**src/hmmu_pkg.sv**
```systemverilog
// Shared types and constants of the memory map unit.
package hmmu_pkg;

   // Store sizes.
   localparam int VIDEO_RAM_BYTES_DEF    = 16384;
   localparam int WORK_RAM_BYTES_DEF     = 32768;
   localparam int SPRITE_TABLE_BYTES_DEF = 160;
   localparam int PALETTE_BYTES_DEF      = 128;

   // Access commands.
   localparam logic CMD_READ  = 1'b0;
   localparam logic CMD_WRITE = 1'b1;

   // Result routes.
   localparam logic [1:0] ROUTE_LOCAL = 2'd0;
   localparam logic [1:0] ROUTE_CART  = 2'd1;
   localparam logic [1:0] ROUTE_SOUND = 2'd2;

   // Copy request kinds.
   localparam logic [1:0] DMA_NONE    = 2'd0;
   localparam logic [1:0] DMA_OAM     = 2'd1;
   localparam logic [1:0] DMA_GENERAL = 2'd2;

   // I/O port offsets inside FF00-FFFF.
   localparam logic [7:0] P_JOYP  = 8'h00;
   localparam logic [7:0] P_SB    = 8'h01;
   localparam logic [7:0] P_DIV   = 8'h04;
   localparam logic [7:0] P_TAC   = 8'h07;
   localparam logic [7:0] P_LCDC  = 8'h40;
   localparam logic [7:0] P_DMA   = 8'h46;
   localparam logic [7:0] P_KEY1  = 8'h4D;
   localparam logic [7:0] P_VBK   = 8'h4F;
   localparam logic [7:0] P_HDMA1 = 8'h51;
   localparam logic [7:0] P_HDMA2 = 8'h52;
   localparam logic [7:0] P_HDMA3 = 8'h53;
   localparam logic [7:0] P_HDMA4 = 8'h54;
   localparam logic [7:0] P_HDMA5 = 8'h55;
   localparam logic [7:0] P_BGPI  = 8'h68;
   localparam logic [7:0] P_BGPD  = 8'h69;
   localparam logic [7:0] P_OBPI  = 8'h6A;
   localparam logic [7:0] P_OBPD  = 8'h6B;
   localparam logic [7:0] P_SVBK  = 8'h70;

   // Fixed addresses and lengths of copy requests.
   localparam logic [15:0] OAM_BASE       = 16'hFE00;
   localparam logic [11:0] OAM_DMA_LENGTH = 12'd160;

   // Commands from the controller to the datapath.
   typedef struct packed {
      logic clear;
      logic accept;
      logic exec;
   } hmmu_cmd_type;

   // Status from the datapath to the controller.
   typedef struct packed {
      logic clear_last;
   } hmmu_status_type;

endpackage

```
**src/hmmu_ctrl.sv**
```systemverilog
// Controller of the memory map unit: clearing pass, request accept and execute.
module hmmu_ctrl (
   input  logic                     clock,
   input  logic                     reset,
   input  logic                     start,
   input  hmmu_pkg::hmmu_status_type status,
   output hmmu_pkg::hmmu_cmd_type    cmd,
   output logic                     busy,
   output logic                     rsp_strobe
);
   import hmmu_pkg::*;

   typedef enum logic [1:0] {
      ST_CLEAR,
      ST_IDLE,
      ST_EXEC
   } state_type;

   state_type state_ff;
   state_type state_in;
   logic      busy_ff;
   logic      strobe_ff;

   // Next state.
   always_comb begin
      state_in = state_ff;
      case (state_ff)
         ST_CLEAR: begin
            if (status.clear_last) state_in = ST_IDLE;
         end
         ST_IDLE: begin
            if (start) state_in = ST_EXEC;
         end
         ST_EXEC: begin
            state_in = ST_IDLE;
         end
         default: begin
            state_in = ST_CLEAR;
         end
      endcase
   end

   // State and registered outputs.
   always_ff @(posedge clock) begin
      if (reset) begin
         state_ff  <= ST_CLEAR;
         busy_ff   <= 1'b1;
         strobe_ff <= 1'b0;
      end else begin
         state_ff  <= state_in;
         busy_ff   <= (state_in != ST_IDLE);
         strobe_ff <= (state_ff == ST_EXEC);
      end
   end

   assign cmd.clear  = (state_ff == ST_CLEAR);
   assign cmd.accept = (state_ff == ST_IDLE) && start;
   assign cmd.exec   = (state_ff == ST_EXEC);
   assign busy       = busy_ff;
   assign rsp_strobe = strobe_ff;

endmodule

```
**config.mk**
```make
export PLATFORM = sky130hd
export DESIGN_NAME = hmmu_ctrl
export DESIGN_NICKNAME = d
export VERILOG_FILES = /design/src/hmmu_pkg.sv /design/src/hmmu_ctrl.sv
export SDC_FILE = /design/constraint.sdc
export NUM_CORES = 1
export LEC_CHECK = 0
export BUFFER_PORTS_ARGS = -buffer_cell sky130_fd_sc_hd__buf_2
export CORE_AREA = 5 5 42 44
export CTS_CLUSTER_DIAMETER = 100
export DETAILED_ROUTE_END_ITERATION = 8
export DIE_AREA = 0 0 47 49
export PLACE_DENSITY = 0.3
export SYNTH_ARGS = -nofsm -noshare
export SYNTH_HDL_FRONTEND = slang
export SYNTH_SLANG_ARGS = --single-unit
```
**constraint.sdc**
```tcl
create_clock -name clock -period 3.6 [get_ports clock]
set_clock_uncertainty 0.2 [all_clocks]
set_input_delay 0.36 -clock clock [delete_from_list [all_inputs] [get_ports clock]]
set_output_delay 0.36 -clock clock [all_outputs]
set_load 0.005 [all_outputs]
```
Word level (Yosys, flattened, before mapping)
Cells that the tools add are included.
{ "totals": {"regBits": 4, "in_bits": 4, "out_inout_bits": 5, "wordCells": 11} }
{ "op_classes": {"eq_ne": 3, "n_mux": 3, "n_reduce_logical": 2} }
{ "op_table": {"columns": ["op", "count"], "rows": [
  ["$pmux 2 s3", 1],
  ["$mux 2", 2],
  ["$eq 2x1->1 const B", 1],
  ["$eq 2x2->1 const B", 1],
  ["$logic_not 2->1", 1],
  ["$ne 2x1->1 const B", 1],
  ["$logic_and 1x1->1", 1]
]} }

Longest topological paths before layout
{ "logic_depth": {"depth_word": 3, "depth_mapped": 2, "mapped_depth_nobuf": 2} }

Least setup slack after synthesis
OpenSTA, ideal clock, no wires.
{ "synth_path": {"kind": "input port to flip-flop", "start": "input start", "end": "register busy_ff (netlist: busy)", "setup_ps": 120, "t_arrival_ps": 983, "t_required_ps": 3280, "path_slack_ps": 2297, "cell_stages": 2, "n_path_buf": 0, "cell_sequence": "or4b_1 o31a_1"} }
{ "synth_via": {"elab_chain_len": 3} }
{ "synth_lines": {"columns": ["item", "line", "text"], "rows": [
  ["start: declaration", "hmmu_ctrl.sv:5", "input logic start,"],
  ["$mux 2", "hmmu_ctrl.sv:32", "if (start) state_in = ST_EXEC;"],
  ["$pmux 2 s3", "hmmu_ctrl.sv:27", "case (state_ff)"],
  ["$ne 2x1->1", "hmmu_ctrl.sv:51", "busy_ff <= (state_in != ST_IDLE);"],
  ["end signal: assignment", "hmmu_ctrl.sv:51", null],
  ["end: declaration", "hmmu_ctrl.sv:21", "logic busy_ff;"]
]} }
No other way between the ends.
A chain may end at the register's enable or synchronous reset.

==> impl_results.md <==
* Status: finished, final reports clean
* Fin crit share at 42.4%
* Final instance area at roughly 230 µm²
* Gr usage total at roughly 4.7%
* Antenna violations before repair at 0
* Async SR Flop Fraction at 0%
* Final hold violation count at 0
* Final Power at around 120 µW
* Worst reg2reg path depth at 2
* Post-placement cell area at 203 µm²
* N_diodes at 0
* Commonest cells post-synth: 4 x dfxtp_1, 3 x nor2b_1, 2 x nor2_1
* Seq/Total Area, Yosys at between 50% and 60%
* Core Box Area at around 0.0014 mm²
* Root Driver: clkbuf_4
* Final slew viol count at 0
* R2R Setup Slk at 2.28 ns
* Die width at 47 µm
* Data required time at the worst endpoint at about 3 ns
* Unique masters post-synth at 7
* Worst-skew pair later-pin latency at roughly 0.24 ns
* Setup Fix Bufs, Post-CTS at 0
* Post-CTS Resized at 0
* Fmax at approximately 660 MHz
* Sink Count at 4
* Synth Area per Inst at approximately 11 µm²
* Hold_buf cts at 0
* Die Height at about 50 µm
* Pwr/cell area at roughly 530 mW/mm²
* Cell count after synthesis at 13
* P&R area growth vs syn at 57.9%
* RSZ-0062 raised after global routing: false
* Max-cap check violation count at 0
* Clk pin slew, worst setup/hold paths at 0.04 ns
* Cts bufs inserted at 3
* Max Root-Sink Buffers at 2
* Min Hold Slack at roughly 0.14 ns
* TritonCTS clock tree: built
* #FFs+latches synth at 4
* WL/cell at roughly 10 µm
* Final Wtd Congestion at slightly below 0.6
* Die footprint at roughly 0.0023 mm²
* Min-Delay Path Class: in2reg
* Pin count of the biggest net entering global routing at 7
* Critical Path AT at approximately 0.96 ns
* Syn Nets at 17
* First-pass GRT wire length at around 700 µm
* Critical path class: reg2out
* Hold path depth at 2
* DRT iter0 DRCs at 1
* Remaining Overflow, GRT at 0
* Total wire length at roughly 400 µm
* DP Wirelength at 290 µm
* Core Rows at 14
* Mapped Area at 143 µm²
* Total negative slack at 0 ns
* CTS H-tree depth at 1
* Crit Path Max Fanout at 5
* Area fraction of the dominant cell type after synthesis at between 50% and 60%
* I/O Pins at 9
* Post-route ant nets at 0
* P_leak at between 0.1 and 0.15 nW
* Count of flip-flops with a built-in enable after synthesis at 0
* Slew margin rel. at roughly 87%
* Count leader, synth: dfxtp_1
* Min Tclk post-route at between 1.5 and 2 ns
* Vias in the first global route at 152
* Initial Util at 10.2%
* Synth Warn # at 0
* Buffers on Ports at 8
* Via count at roughly 140
* Max VDD drop at between 0.00008 and 0.00009 V
* Top post-synthesis cells by area: dfxtp_1 56%, nor2b_1 13%, and3b_2 7.0%
* Layout cells sized above 1 at 50.0%
* Drt pass-1 iters at 2
* Vias per cell at about 3.5
* Worst slew pin tran at ~0.19 ns
* CP Launch Type: register
* Top FF cell, synth: dfxtp_1
* Final Setup Violations at 0
* Area leader, netlist: dfxtp_1
* Nets at 30
* Drt drc at 0
* Crit. End Element: output pin
## report_power, final
group / switching, mW / leakage (nW) / internal (mW)
clock: 0.0217 / 0.0138 / 0.0375
combinational: 0.00494 / 0.0572 / 0.00660
sequential: 0.00209 / 0.0329 / 0.0474
## logic make-up (layout without fill, tap and decap cells)
logic type             count (synthesis)  after routing  share of synthesized area, %
AOI/OAI and AO/OA                      2              2                          11.4
buffers and inverters                  0             11                             0
DFF                                    4              4                          56.1
and+or+nand+nor                        7              7                          32.5
## area by class of cell
class                           instances  area [µm²]
Multi-Input combinational cell          9        62.6
Sequential cell                         4        80.1
Fill cell                             172        1180
Tap cell                               16        20.0
Clock buffer                            3        22.5
Timing Repair Buffer                    8        40.0
## state kept, by name, indices dropped and copies added (netlist names)
| signal | flops |
|---|---|
| rsp_strobe | 1 |
| state_ff | 2 |
| busy | 1 |
## routing by layer
layer  wire, µm  vias up  GRT usage, %
li1           -       70             -
met1        201       58          5.51
met2        122       11          4.52
met3         76        0          5.90
met4          0        0          2.76
met5          0        -             0
## critical path: stages (launching register included)
cell and delay [ns]:
dfxtp_1 0.37, and3b_2 0.23, buf_2 0.12
## placed cells by master (no fill, tap or decap)
| cell type | instances |
|---|---|
| buf_2 | 8 |
| and3b_2 | 1 |
| o31a_1 | 1 |
| nor2_1 | 2 |
| o31ai_1 | 1 |
| nor2b_1 | 3 |
| or4b_1 | 1 |
| dfxtp_1 | 4 |
| clkbuf_4 | 3 |
## stage by stage
| stage | setup slack, ns | cells | util [%] |
|---|---|---|---|
| after floorplan | 2.30 | 13 | - |
| after global placement | 2.19 | 37 | 14.5 |
| after detailed placement | 2.17 | 37 | 14.5 |
| after CTS | 2.07 | 40 | 16.1 |
| after global routing | 2.00 | 40 | 16.1 |
| final | 2.08 | 40 | 16.1 |
## path summary, 6_finish.rpt
path	startpoint	to
worst max-delay path	state_ff[1]	cmd[1]
worst min-delay path	reset	state_ff[1]
worst max register to register	state_ff[1]	busy
worst min register to register	state_ff[0]	state_ff[0]
(Power assumes the default switching activity.)
